==> config.mk <==
export PLATFORM = sky130hd
export DESIGN_NAME = stx_etx_lrc_deframer_top
export DESIGN_NICKNAME = d
export VERILOG_FILES = /design/src/rtl/slrc_pkg.sv /design/src/rtl/slrc_cfg_regs.sv /design/src/rtl/slrc_parser.sv /design/src/rtl/stx_etx_lrc_deframer_top.sv
export SDC_FILE = /design/constraint.sdc
export NUM_CORES = 1
export LEC_CHECK = 0
export BUFFER_PORTS_ARGS = -buffer_cell sky130_fd_sc_hd__buf_2
export CELL_PAD_IN_SITES_DETAIL_PLACEMENT = 2
export CELL_PAD_IN_SITES_GLOBAL_PLACEMENT = 2
export CORE_ASPECT_RATIO = 0.7
export CORE_MARGIN = 2
export CORE_UTILIZATION = 34
export DETAILED_ROUTE_END_ITERATION = 12
export GPL_TIMING_DRIVEN = 0
export PLACE_DENSITY = 0.77
export SLEW_MARGIN = 20
export SYNTH_ARGS = -nofsm -noshare
export SYNTH_HDL_FRONTEND = slang
export SYNTH_SLANG_ARGS = --single-unit
==> constraint.sdc <==
create_clock -name aclk -period 3.77 [get_ports aclk]
set_input_delay 0.377 -clock aclk [delete_from_list [all_inputs] [get_ports aclk]]
set_output_delay 0.377 -clock aclk [all_outputs]
set_load 0.01 [all_outputs]
==> src/rtl/slrc_pkg.sv <==
// Shared types and constants for the STX/ETX LRC deframer.
// No dependencies; imported by every module of the block.
`default_nettype none

package slrc_pkg;

    // Configuration register indexes
    localparam logic [1:0] REG_STATION_ID       = 2'd0;
    localparam logic [1:0] REG_START_CODE       = 2'd1;
    localparam logic [1:0] REG_END_CODE         = 2'd2;
    localparam logic [1:0] REG_ACCEPT_BROADCAST = 2'd3;

    // Reset values of the configuration registers
    localparam logic [7:0] RST_STATION_ID       = 8'h01;
    localparam logic [7:0] RST_START_CODE       = 8'h02;
    localparam logic [7:0] RST_END_CODE         = 8'h03;
    localparam logic       RST_ACCEPT_BROADCAST = 1'b1;

    localparam logic [7:0] BCAST_ID = 8'hFF;

    // Result kinds
    localparam logic [2:0] KIND_PAYLOAD     = 3'd0;
    localparam logic [2:0] KIND_FOR_US      = 3'd1;
    localparam logic [2:0] KIND_FOR_OTHER   = 3'd2;
    localparam logic [2:0] KIND_CHECK_BAD   = 3'd3;
    localparam logic [2:0] KIND_END_MISSING = 3'd4;

    typedef struct packed {
        logic [7:0] station_id;
        logic [7:0] start_code;
        logic [7:0] end_code;
        logic       accept_broadcast;
    } cfg_t;

    typedef enum logic [6:0] {
        PH_HUNT  = 7'b0000001,
        PH_ID    = 7'b0000010,
        PH_OPC   = 7'b0000100,
        PH_LENH  = 7'b0001000,
        PH_LENL  = 7'b0010000,
        PH_BODY  = 7'b0100000,
        PH_TAIL  = 7'b1000000
    } phase_t;

endpackage

`default_nettype wire

==> src/rtl/slrc_cfg_regs.sv <==
// Configuration register bank of the deframer.
// Depends on slrc_pkg for register indexes, reset values and cfg_t.
`default_nettype none

module slrc_cfg_regs (
    input  wire logic          aclk,
    input  wire logic          aresetn,
    input  wire logic          cfg_wr_en,
    input  wire logic [1:0]    cfg_wr_index,
    input  wire logic [7:0]    cfg_wr_data,
    output slrc_pkg::cfg_t     cfg
);
    import slrc_pkg::*;

    cfg_t cfg_reg;

    always_ff @(posedge aclk) begin
        if (!aresetn) begin
            cfg_reg.station_id       <= RST_STATION_ID;
            cfg_reg.start_code       <= RST_START_CODE;
            cfg_reg.end_code         <= RST_END_CODE;
            cfg_reg.accept_broadcast <= RST_ACCEPT_BROADCAST;
        end else if (cfg_wr_en) begin
            unique case (cfg_wr_index)
                REG_STATION_ID:       cfg_reg.station_id       <= cfg_wr_data;
                REG_START_CODE:       cfg_reg.start_code       <= cfg_wr_data;
                REG_END_CODE:         cfg_reg.end_code         <= cfg_wr_data;
                REG_ACCEPT_BROADCAST: cfg_reg.accept_broadcast <= cfg_wr_data[0];
                default: ;
            endcase
        end
    end

    assign cfg = cfg_reg;

endmodule

`default_nettype wire

==> src/rtl/slrc_parser.sv <==
// Frame parser state machine with the result register.
// Depends on slrc_pkg for phase_t, cfg_t and result kind codes.
`default_nettype none

module slrc_parser (
    input  wire logic          aclk,
    input  wire logic          aresetn,
    input  wire slrc_pkg::cfg_t cfg,
    input  wire logic          byte_valid,
    input  wire logic [7:0]    byte_data,
    output logic               byte_ready,
    output logic               m_valid,
    input  wire logic          m_ready,
    output logic [2:0]         m_kind,
    output logic [7:0]         m_payload_byte,
    output logic [7:0]         m_frame_station,
    output logic [7:0]         m_frame_opcode,
    output logic [15:0]        m_frame_length,
    output logic               m_frame_end
);
    import slrc_pkg::*;

    phase_t      phase_reg, phase_next;
    logic [7:0]  xor_reg, xor_next;
    logic [7:0]  station_reg, station_next;
    logic [7:0]  opcode_reg, opcode_next;
    logic [15:0] length_reg, length_next;
    logic [15:0] count_reg, count_next;
    logic [7:0]  check_reg, check_next;

    logic        res_fire;
    logic [2:0]  res_kind;
    logic [7:0]  res_byte;
    logic        ours;
    logic        advance;

    logic        m_valid_reg;
    logic [2:0]  kind_reg;
    logic [7:0]  pbyte_reg;
    logic [7:0]  ostation_reg;
    logic [7:0]  oopcode_reg;
    logic [15:0] olength_reg;
    logic        oend_reg;

    // Take a byte whenever the result register is free or being drained
    assign byte_ready = !m_valid_reg || m_ready;
    assign advance    = byte_valid && byte_ready;

    assign ours = (station_reg == cfg.station_id) ||
                  (cfg.accept_broadcast && (station_reg == BCAST_ID));

    always_comb begin
        phase_next   = phase_reg;
        xor_next     = xor_reg;
        station_next = station_reg;
        opcode_next  = opcode_reg;
        length_next  = length_reg;
        count_next   = count_reg;
        check_next   = check_reg;
        res_fire     = 1'b0;
        res_kind     = KIND_PAYLOAD;
        res_byte     = 8'h00;
        unique case (phase_reg)
            PH_HUNT: begin
                if (byte_data == cfg.start_code) begin
                    phase_next  = PH_ID;
                    opcode_next = 8'h00;
                    length_next = 16'h0000;
                    count_next  = 16'h0000;
                    xor_next    = 8'h00;
                end
            end
            PH_ID: begin
                station_next = byte_data;
                xor_next     = byte_data;
                phase_next   = PH_OPC;
            end
            PH_OPC: begin
                opcode_next = byte_data;
                xor_next    = xor_reg ^ byte_data;
                phase_next  = PH_LENH;
            end
            PH_LENH: begin
                length_next = {byte_data, 8'h00};
                xor_next    = xor_reg ^ byte_data;
                phase_next  = PH_LENL;
            end
            PH_LENL: begin
                length_next = {length_reg[15:8], byte_data};
                xor_next    = xor_reg ^ byte_data;
                phase_next  = PH_BODY;
            end
            PH_BODY: begin
                if (count_reg < length_reg) begin
                    xor_next   = xor_reg ^ byte_data;
                    count_next = count_reg + 16'd1;
                    res_fire   = 1'b1;
                    res_kind   = KIND_PAYLOAD;
                    res_byte   = byte_data;
                end else begin
                    check_next = byte_data;
                    phase_next = PH_TAIL;
                end
            end
            PH_TAIL: begin
                phase_next = PH_HUNT;
                res_fire   = 1'b1;
                priority if (byte_data != cfg.end_code) begin
                    res_kind = KIND_END_MISSING;
                end else if (check_reg != xor_reg) begin
                    res_kind = KIND_CHECK_BAD;
                end else if (ours) begin
                    res_kind = KIND_FOR_US;
                end else begin
                    res_kind = KIND_FOR_OTHER;
                end
            end
            default: begin
                phase_next = PH_HUNT;
            end
        endcase
    end

    always_ff @(posedge aclk) begin
        if (!aresetn) begin
            phase_reg   <= PH_HUNT;
            xor_reg     <= 8'h00;
            station_reg <= 8'h00;
            opcode_reg  <= 8'h00;
            length_reg  <= 16'h0000;
            count_reg   <= 16'h0000;
            check_reg   <= 8'h00;
            m_valid_reg <= 1'b0;
        end else begin
            if (advance) begin
                phase_reg   <= phase_next;
                xor_reg     <= xor_next;
                station_reg <= station_next;
                opcode_reg  <= opcode_next;
                length_reg  <= length_next;
                count_reg   <= count_next;
                check_reg   <= check_next;
            end
            if (advance && res_fire) begin
                m_valid_reg <= 1'b1;
            end else if (m_ready) begin
                m_valid_reg <= 1'b0;
            end
        end
    end

    // Result payload: load with each produced result
    always_ff @(posedge aclk) begin
        if (advance && res_fire) begin
            kind_reg     <= res_kind;
            pbyte_reg    <= res_byte;
            ostation_reg <= station_next;
            oopcode_reg  <= opcode_next;
            olength_reg  <= length_next;
            oend_reg     <= (res_kind != KIND_PAYLOAD);
        end
    end

    assign m_valid         = m_valid_reg;
    assign m_kind          = kind_reg;
    assign m_payload_byte  = pbyte_reg;
    assign m_frame_station = ostation_reg;
    assign m_frame_opcode  = oopcode_reg;
    assign m_frame_length  = olength_reg;
    assign m_frame_end     = oend_reg;

endmodule

`default_nettype wire

==> src/rtl/stx_etx_lrc_deframer_top.sv <==
// Top level of the STX/ETX frame deframer with XOR LRC check.
// Depends on slrc_pkg, slrc_cfg_regs and slrc_parser.
`default_nettype none

//  Channel   Direction  Handshake          Payload
//  s_        in         s_valid/s_ready    s_rx_byte
//  m_        out        m_valid/m_ready    m_kind, m_payload_byte, m_frame_station,
//                                          m_frame_opcode, m_frame_length, m_frame_end
//  cfg_      in         cfg_wr_en          cfg_wr_index, cfg_wr_data
//
//  One byte per cycle sustained while m_ready stays high: a request is held in
//  the input register, then the parser updates its state and loads the result
//  register. A result is valid once it sits in the result register and can
//  leave at the following edge.
//  aresetn is synchronous, active low; it clears the parser, both valid flags
//  and restores the configuration defaults.
//  A stall on m_ready holds the result register and backs up into the input
//  register; s_ready drops only when both are full.

module stx_etx_lrc_deframer_top (
    input  wire logic        aclk,
    input  wire logic        aresetn,
    input  wire logic        s_valid,
    output logic             s_ready,
    input  wire logic [7:0]  s_rx_byte,
    output logic             m_valid,
    input  wire logic        m_ready,
    output logic [2:0]       m_kind,
    output logic [7:0]       m_payload_byte,
    output logic [7:0]       m_frame_station,
    output logic [7:0]       m_frame_opcode,
    output logic [15:0]      m_frame_length,
    output logic             m_frame_end,
    input  wire logic        cfg_wr_en,
    input  wire logic [1:0]  cfg_wr_index,
    input  wire logic [7:0]  cfg_wr_data
);
    import slrc_pkg::*;

    cfg_t       cfg;
    logic       in_valid_reg;
    logic [7:0] in_byte_reg;
    logic       parse_ready;

    slrc_cfg_regs u_cfg (
        .aclk         (aclk),
        .aresetn      (aresetn),
        .cfg_wr_en    (cfg_wr_en),
        .cfg_wr_index (cfg_wr_index),
        .cfg_wr_data  (cfg_wr_data),
        .cfg          (cfg)
    );

    // Input register: accept a new request when empty or when the parser
    // takes the held byte this cycle.
    assign s_ready = !in_valid_reg || parse_ready;

    always_ff @(posedge aclk) begin
        if (!aresetn) begin
            in_valid_reg <= 1'b0;
        end else if (s_ready) begin
            in_valid_reg <= s_valid;
        end
    end

    always_ff @(posedge aclk) begin
        if (s_valid && s_ready) begin
            in_byte_reg <= s_rx_byte;
        end
    end

    slrc_parser u_parser (
        .aclk            (aclk),
        .aresetn         (aresetn),
        .cfg             (cfg),
        .byte_valid      (in_valid_reg),
        .byte_data       (in_byte_reg),
        .byte_ready      (parse_ready),
        .m_valid         (m_valid),
        .m_ready         (m_ready),
        .m_kind          (m_kind),
        .m_payload_byte  (m_payload_byte),
        .m_frame_station (m_frame_station),
        .m_frame_opcode  (m_frame_opcode),
        .m_frame_length  (m_frame_length),
        .m_frame_end     (m_frame_end)
    );

endmodule

`default_nettype wire

==> results of run 1 <==
## report_power, final
part | internal [mW] | switching, mW
logic | 0.0510 | 0.100
registers | 1.69 | 0.0293
clock network | 0.924 | 0.756
total | 2.66 | 0.885
## cell usage in the layout, fill, tap and decap left out, drive strengths merged, types with 4 or more instances in the layout
| master | count |
|---|---|
| nand3 | 15 |
| o21ai | 16 |
| xor2 | 16 |
| or4 | 11 |
| nor2 | 93 |
| a22o | 24 |
| inv | 24 |
| a21oi | 32 |
| nor3 | 14 |
| nand4 | 7 |
| o211ai | 5 |
| xnor2 | 17 |
| o31ai | 11 |
| a22oi | 24 |
| nand4b | 4 |
| clkbuf | 46 |
| and3 | 14 |
| o21a | 4 |
| mux2 | 8 |
| nand2 | 53 |
| buf | 84 |
| or2 | 4 |
| and2 | 7 |
| edfxtp | 52 |
| clkinv | 7 |
| dfxtp | 98 |
| o41ai | 4 |
| mux2i | 25 |
| nor4 | 15 |
| ha | 16 |
| o22ai | 10 |
## worst min-delay path by stage
stage                                    endpoint  slack [ps]  depth (start not counted)
2_1_floorplan  u_parser.count_reg[0]$_SDFFE_PN0P_         440                          1
3_3_place_gp            u_cfg.cfg[5]$_SDFFE_PN0P_         460                          2
3_5_place_dp            u_cfg.cfg[8]$_SDFFE_PN0P_         470                          2
4_1_cts                  in_byte_reg[4]$_DFFE_PP_         110                          1
5_1_grt                  in_byte_reg[4]$_DFFE_PP_         120                          1
6_report                 in_byte_reg[2]$_DFFE_PP_         130                          1
## logic make-up after synthesis
group | share of synthesized area
simple gates | 0.188
buf+inv | 0.0397
compound gates | 0.138
flops | 0.513
fa+ha+maj | 0.0292
xor+xnor | 0.0421
mux | 0.0496
## stage by stage
| step | setup slack [ps] | util | hold slack, ps | setup TNS, ps | cell area, um2 |
|---|---|---|---|---|---|
| 6_report | 168 | 0.411 | 131 | 0 | 8140 |
| 5_1_grt | 23.9 | 0.411 | 115 | 0 | 8140 |
| 4_1_cts | 192 | 0.411 | 114 | 0 | 8140 |
| 3_5_place_dp | 251 | 0.382 | 475 | 0 | 7560 |
| 3_3_place_gp | -542 | 0.381 | 457 | -23470 | 7540 |
| 2_1_floorplan | 448 | - | 443 | 0 | 6870 |
## per-layer routing
layer	GRT usage	share of wire	vias up
met5	0	0	-
met4	0.0641	0.013	0
met3	0.0400	0.040	24
met2	0.394	0.46	150
met1	0.335	0.49	3025
li1	-	-	2694
## worst max-delay path, stage by stage, from the launching register on
cell       delay (ps)
dfxtp_1           410
inv_1             110
ha_1              270
a2111oi_0         730
o311a_1           500
and2_1            380
nor2_1            140
nor2_4            440
buf_12            270
## final cells by class
cell class	count	area share
sequential	150	0.433
multi-input combinational	476	0.378
clock buffer	17	0.0523
timing repair buffer	68	0.0437
tap	270	0.0415
buffer	45	0.0248
clock inverter	15	0.0180
inverter	19	0.00877
==> key figures, run 1 <==
Clock tree
  – Worst-Skew Late Latency: between 400 and 500 ps
  – Post-CTS sizing: 0
  – Clock root cell: clkbuf_16
  – CTS tree: built
  – Worst-path clk slew: 70 ps
  – Post-CTS setup buffer count: 0
  – Htree depth: 4
  – CTS max path bufs: 2
  – Inserted Clock Buffers: 17
  – Clk sink count: 150
  – Cts hold-fix bufs: 0

Placement
  – GP Congestion: 0.826
  – Port Buffers: 67
  – Cell count after placement: 1028
  – Hpwl dp: 17.9 mm

Pwr
  – Max rail drop VDD: around 300 uV
  – Power, Total: 3.55 mW
  – Pleak: 3.17 nW
  – PwrDens: 436 mW/mm2

Synthesis
  – Post-synth EDFFs: 52
  – Most frequent cell after synthesis: dfxtp_1
  – Avg Cell Area, Syn: 9.95 um2
  – Synthesized Nets: ~730
  – Top_reg_cell synth: dfxtp_1
  – Sequential share of the synthesized area: 0.513
  – Seq cells post-synth: 150
  – Mapped Area: 0.00686 mm2
  – Top cells by instance count after synthesis: dfxtp_1, nor2_1, nand2_1
  – Top-area cell type share of the netlist area: 0.286
  – Synth top area cells: dfxtp_1, edfxtp_1, nor2_1
  – Syn. warnings: 0
  – Yosys cell types: 57
  – Synth async-reset ratio: 0
  – Post-synthesis cell count: 690
  – Yosys top cell by area: dfxtp_1

Global route
  – Number of global-route vias before repair: 6408
  – First-pass GRT wire length: 38.6 mm
  – Largest net degree at the start of global routing: 32
  – Total congestion overflow: 0
  – All-layer global routing usage: 0.242
  – Initial antenna violation count: 1

Route
  – Routed WL: 24.7 mm
  – First drt pass iteration count: 4
  – Vias: 5893
  – Initial drt markers: 477
  – Via-per-instance ratio: 5.56
  – Drt wl/cell: 23.3 um
  – DRC: 0
  – ANT nets after route: 0

Layout
  – Area of the multi-input gates: ~0.0031 mm2
  – Fin cells: about 1100
  – Synth-to-Final Area Change: 18.5%
  – Ratio of cells with drive above 1 in the final layout: 0.166
  – Nets: 816
  – Register area: roughly 0.0035 mm2
  – FILL cells: between 2000 and 2500
  – Max FFs per register: 25
  – Inserted Diodes: 0

STA
  – Worst rel slew slack: 0.429
  – Fmax achieved: approximately 0.28 GHz
  – Min cycle time layout: 3600 ps
  – Final hold viol count: 0
  – RSZ-0062 raised after global routing: false
  – Final Cycle Share: 0.955
  – Clock Skew: 19.8 ps
  – Measured slew at the worst slew-check pin: 835 ps
  – Slew Limit Fails: 0
  – Setup Viol. Count Final: 0

Floorplanning
  – Row cnt: 43
  – Ports: 69
  – Initial Util: 0.347
  – Core area: approximately 0.02 mm2
  – Die Footprint: 0.0214 mm2
  – Die H: 123 um
  – Die width: around 170 um

Worst setup path
  – R2r endpoint: u_parser.m_frame_opcode[7]$_DFFE_PP_
  – Reg2reg start: u_parser.length_reg[1]$_SDFFE_PN0P_
  – Reg2Reg Setup Slack: 170 ps
  – Critical path type: flop to flop
  – CP endpoint kind: flop
  – Critical Path Fanout Max: 31
  – Worst EP required: slightly below 4000 ps
  – CP Launch Type: flop
  – Worst setup path start: u_parser.length_reg[1]$_SDFFE_PN0P_
  – Worst Setup EP: u_parser.m_frame_opcode[7]$_DFFE_PP_
  – Worst endpoint data arrival time: between 3000 and 4000 ps
  – Worst reg-to-reg path cell count: 8

Min path
  – Worst min-delay path class: input pin to flop
  – Hold Crit Start: s_rx_byte[2]

Run
  – MaxCap Viol Count: 0

Status
  – Run status: complete, no violations
Power figures use the tool's default switching activity.
==> inputs of run 2 (changes only) <==
--- a/config.mk
+++ b/config.mk
@@ -12,7 +12,6 @@
 export CORE_MARGIN = 2
 export CORE_UTILIZATION = 34
 export DETAILED_ROUTE_END_ITERATION = 12
-export GPL_TIMING_DRIVEN = 0
 export PLACE_DENSITY = 0.77
 export SLEW_MARGIN = 20
 export SYNTH_ARGS = -nofsm -noshare
==> key figures, run 2 (synthesized netlist as in run 1, its figures left out) <==
Placement
  – GP Congestion: 0.833 (+0.81%)
  – Port Buffers: 68 (+1.5%)
  – Cell count after placement: 1001 (-2.6%)
  – Hpwl dp: 16.6 mm (-7.2%)

Worst setup path
  – CP Launch Type: flop
  – Worst endpoint data arrival time: 3630 ps (-100 ps)
  – R2r endpoint: u_parser.xor_reg[3]$_SDFFE_PN0P_
  – CP endpoint kind: flop
  – Critical path type: flop to flop
  – Worst reg-to-reg path cell count: 7 (-1)
  – Reg2reg start: u_parser.length_reg[1]$_SDFFE_PN0P_
  – Worst EP required: 4120 ps (+220 ps)
  – Reg2Reg Setup Slack: 490 ps (+320 ps)
  – Critical Path Fanout Max: 8 (-74%)

Pwr
  – Pleak: 3.19 nW (+0.49%)
  – PwrDens: 454 mW/mm2 (+4.1%)
  – Max rail drop VDD: 305 uV (+2.5%)

Layout
  – Synth-to-Final Area Change: 18.3%
  – Register area: 0.00352 mm2 (unchanged)
  – Commonest non-fill, non-tap cells in the layout: dfxtp_1, nor2_1, buf_2
  – Most common cell after layout, fill and taps aside: dfxtp_1
  – Fin cells: 1033 (-2.5%)
  – FILL cells: 2156 (-0.51%)
  – Max FFs per register: 25 (unchanged)
  – Area of the multi-input gates: 0.00308 mm2 (+0.24%)
  – Inserted Diodes: 0 (unchanged)
  – Ratio of cells with drive above 1 in the final layout: 0.186 (+0.0203)
  – Nets: 789 (-3.3%)

Route
  – DRC: 0 (unchanged)
  – Drt wl/cell: 23.4 um (+0.48%)
  – First drt pass iteration count: 4 (unchanged)
  – Vias: 5744 (-2.5%)
  – Routed WL: 24.2 mm (-2.1%)
  – Initial drt markers: 323 (-32%)
  – ANT nets after route: 0 (unchanged)
  – Via-per-instance ratio: 5.56 (about the same)

STA
  – Setup_tns: 0 ps (unchanged)
  – Setup Viol. Count Final: 0 (unchanged)
  – Min cycle time layout: 3280 ps (-323 ps)
  – Final Cycle Share: 0.870 (-0.0857)
  – Worst rel slew slack: 0.423 (-0.00590)
  – Measured slew at the worst slew-check pin: 856 ps (+21.4 ps)
  – Slew Limit Fails: 0 (unchanged)
  – Fmax achieved: 0.305 GHz (+9.9%)
  – Worst Hold Slack: 108 ps (-22.5 ps)
  – Final hold viol count: 0 (unchanged)
  – Clock Skew: 13.2 ps (-6.56 ps)
  – RSZ-0062 raised after global routing: false

Clock tree
  – Clock root cell: clkbuf_16
  – Worst-path clk slew: 70 ps (about the same)
  – Cts hold-fix bufs: 0 (unchanged)
  – Post-CTS sizing: 0 (unchanged)
  – Worst-Skew Late Latency: 450 ps (about the same)
  – CTS tree: built
  – CTS max path bufs: 2 (unchanged)
  – Htree depth: 4 (unchanged)
  – Post-CTS setup buffer count: 0 (unchanged)
  – Clk sink count: 150 (unchanged)
  – Inserted Clock Buffers: 17 (unchanged)

Global route
  – Initial antenna violation count: 1 (unchanged)
  – All-layer global routing usage: 0.236 (-0.00553)
  – Total congestion overflow: 0 (unchanged)
  – First-pass GRT wire length: 37.4 mm (-3.2%)
  – Largest net degree at the start of global routing: 39 (+22%)
  – Number of global-route vias before repair: 6232 (-2.7%)

Run
  – MaxCap Viol Count: 0 (unchanged)

Floorplanning
  – Die width: 174 um (unchanged)
  – Initial Util: 0.347 (unchanged)
  – Core area: 0.0198 mm2 (unchanged)
  – Row cnt: 43 (unchanged)
  – Die H: 123 um (unchanged)
  – Ports: 69 (unchanged)
  – Die Footprint: 0.0214 mm2 (unchanged)

Min path
  – WHS Endpoint: in_byte_reg[6]$_DFFE_PP_
  – Hold Crit Start: s_rx_byte[6]
  – Worst Hold Depth: 1 (unchanged)
  – Worst min-delay path class: input pin to flop

Status
  – Run status: complete, no violations
## run 2: cell types whose count changed in the layout (fill, tap and decap cells not counted), sizes merged
cell	change
clkinv	-4
clkbuf	-29
buf	+2
inv	+4
clkinvlp	-1
bufinv	+1
## run 2: metal layers
metal | up-vias | share of wire | global-route usage
li1 | 2637 | - | -
met1 | 2949 | 0.47 | 0.318
met2 | 129 | 0.46 | 0.381
met3 | 29 | 0.056 | 0.0489
met4 | 0 | 0.016 | 0.0788
met5 | - | 0 | 0
## run 2: where the power goes
part           internal [mW]  total [mW]  leakage, nW  switching (mW)
Combinational         0.0531       0.162         1.60           0.109
Clock                   1.01        1.82        0.301           0.806
Sequential              1.68        1.71         1.29          0.0204
Total                   2.75        3.68         3.19           0.935
## run 2: how the worst max path moves through the flow
stage                                                      end                                 from  slack [ps]
final                         u_parser.xor_reg[3]$_SDFFE_PN0P_  u_parser.length_reg[1]$_SDFFE_PN0P_         490
after global routing          u_parser.xor_reg[7]$_SDFFE_PN0P_  u_parser.length_reg[1]$_SDFFE_PN0P_         130
after CTS                     u_parser.xor_reg[3]$_SDFFE_PN0P_  u_parser.length_reg[1]$_SDFFE_PN0P_         540
after detailed placement      u_parser.xor_reg[3]$_SDFFE_PN0P_  u_parser.length_reg[1]$_SDFFE_PN0P_         610
after global placement    u_parser.m_frame_opcode[1]$_DFFE_PP_   u_parser.phase_reg[6]$_SDFFE_PN0P_         770
after floorplan                 u_parser.m_frame_end$_DFFE_PP_   u_parser.phase_reg[6]$_SDFFE_PN0P_         450
## run 2: through the flow
stage                     power [mW]  worst slack [ps]  utilization  instance area, um2
final                           3.68               491        0.410                8120
after global routing            3.79               127        0.410                8120
after CTS                       3.71               540        0.410                8120
after detailed placement        1.90               613        0.379                7500
after global placement          1.89               767        0.379                7500
after floorplan                 1.83               448            -                6870
## run 2: area by class of cell
type | count | share of cell area
Clock buffer | 17 | 0.0524
Clock inverter | 15 | 0.0233
Inverter | 19 | 0.00879
Multi-Input combinational cell | 476 | 0.380
Sequential cell | 150 | 0.434
Tap cell | 270 | 0.0416
Timing Repair Buffer | 86 | 0.0601
## run 2: critical path, stage by stage, from the launching register on
cell and delay [ps]:
dfxtp_1 380, inv_1 70, ha_1 270, a2111oi_0 660
o31ai_1 240, o21ai_0 720, nand3_1 560, o22ai_1 280
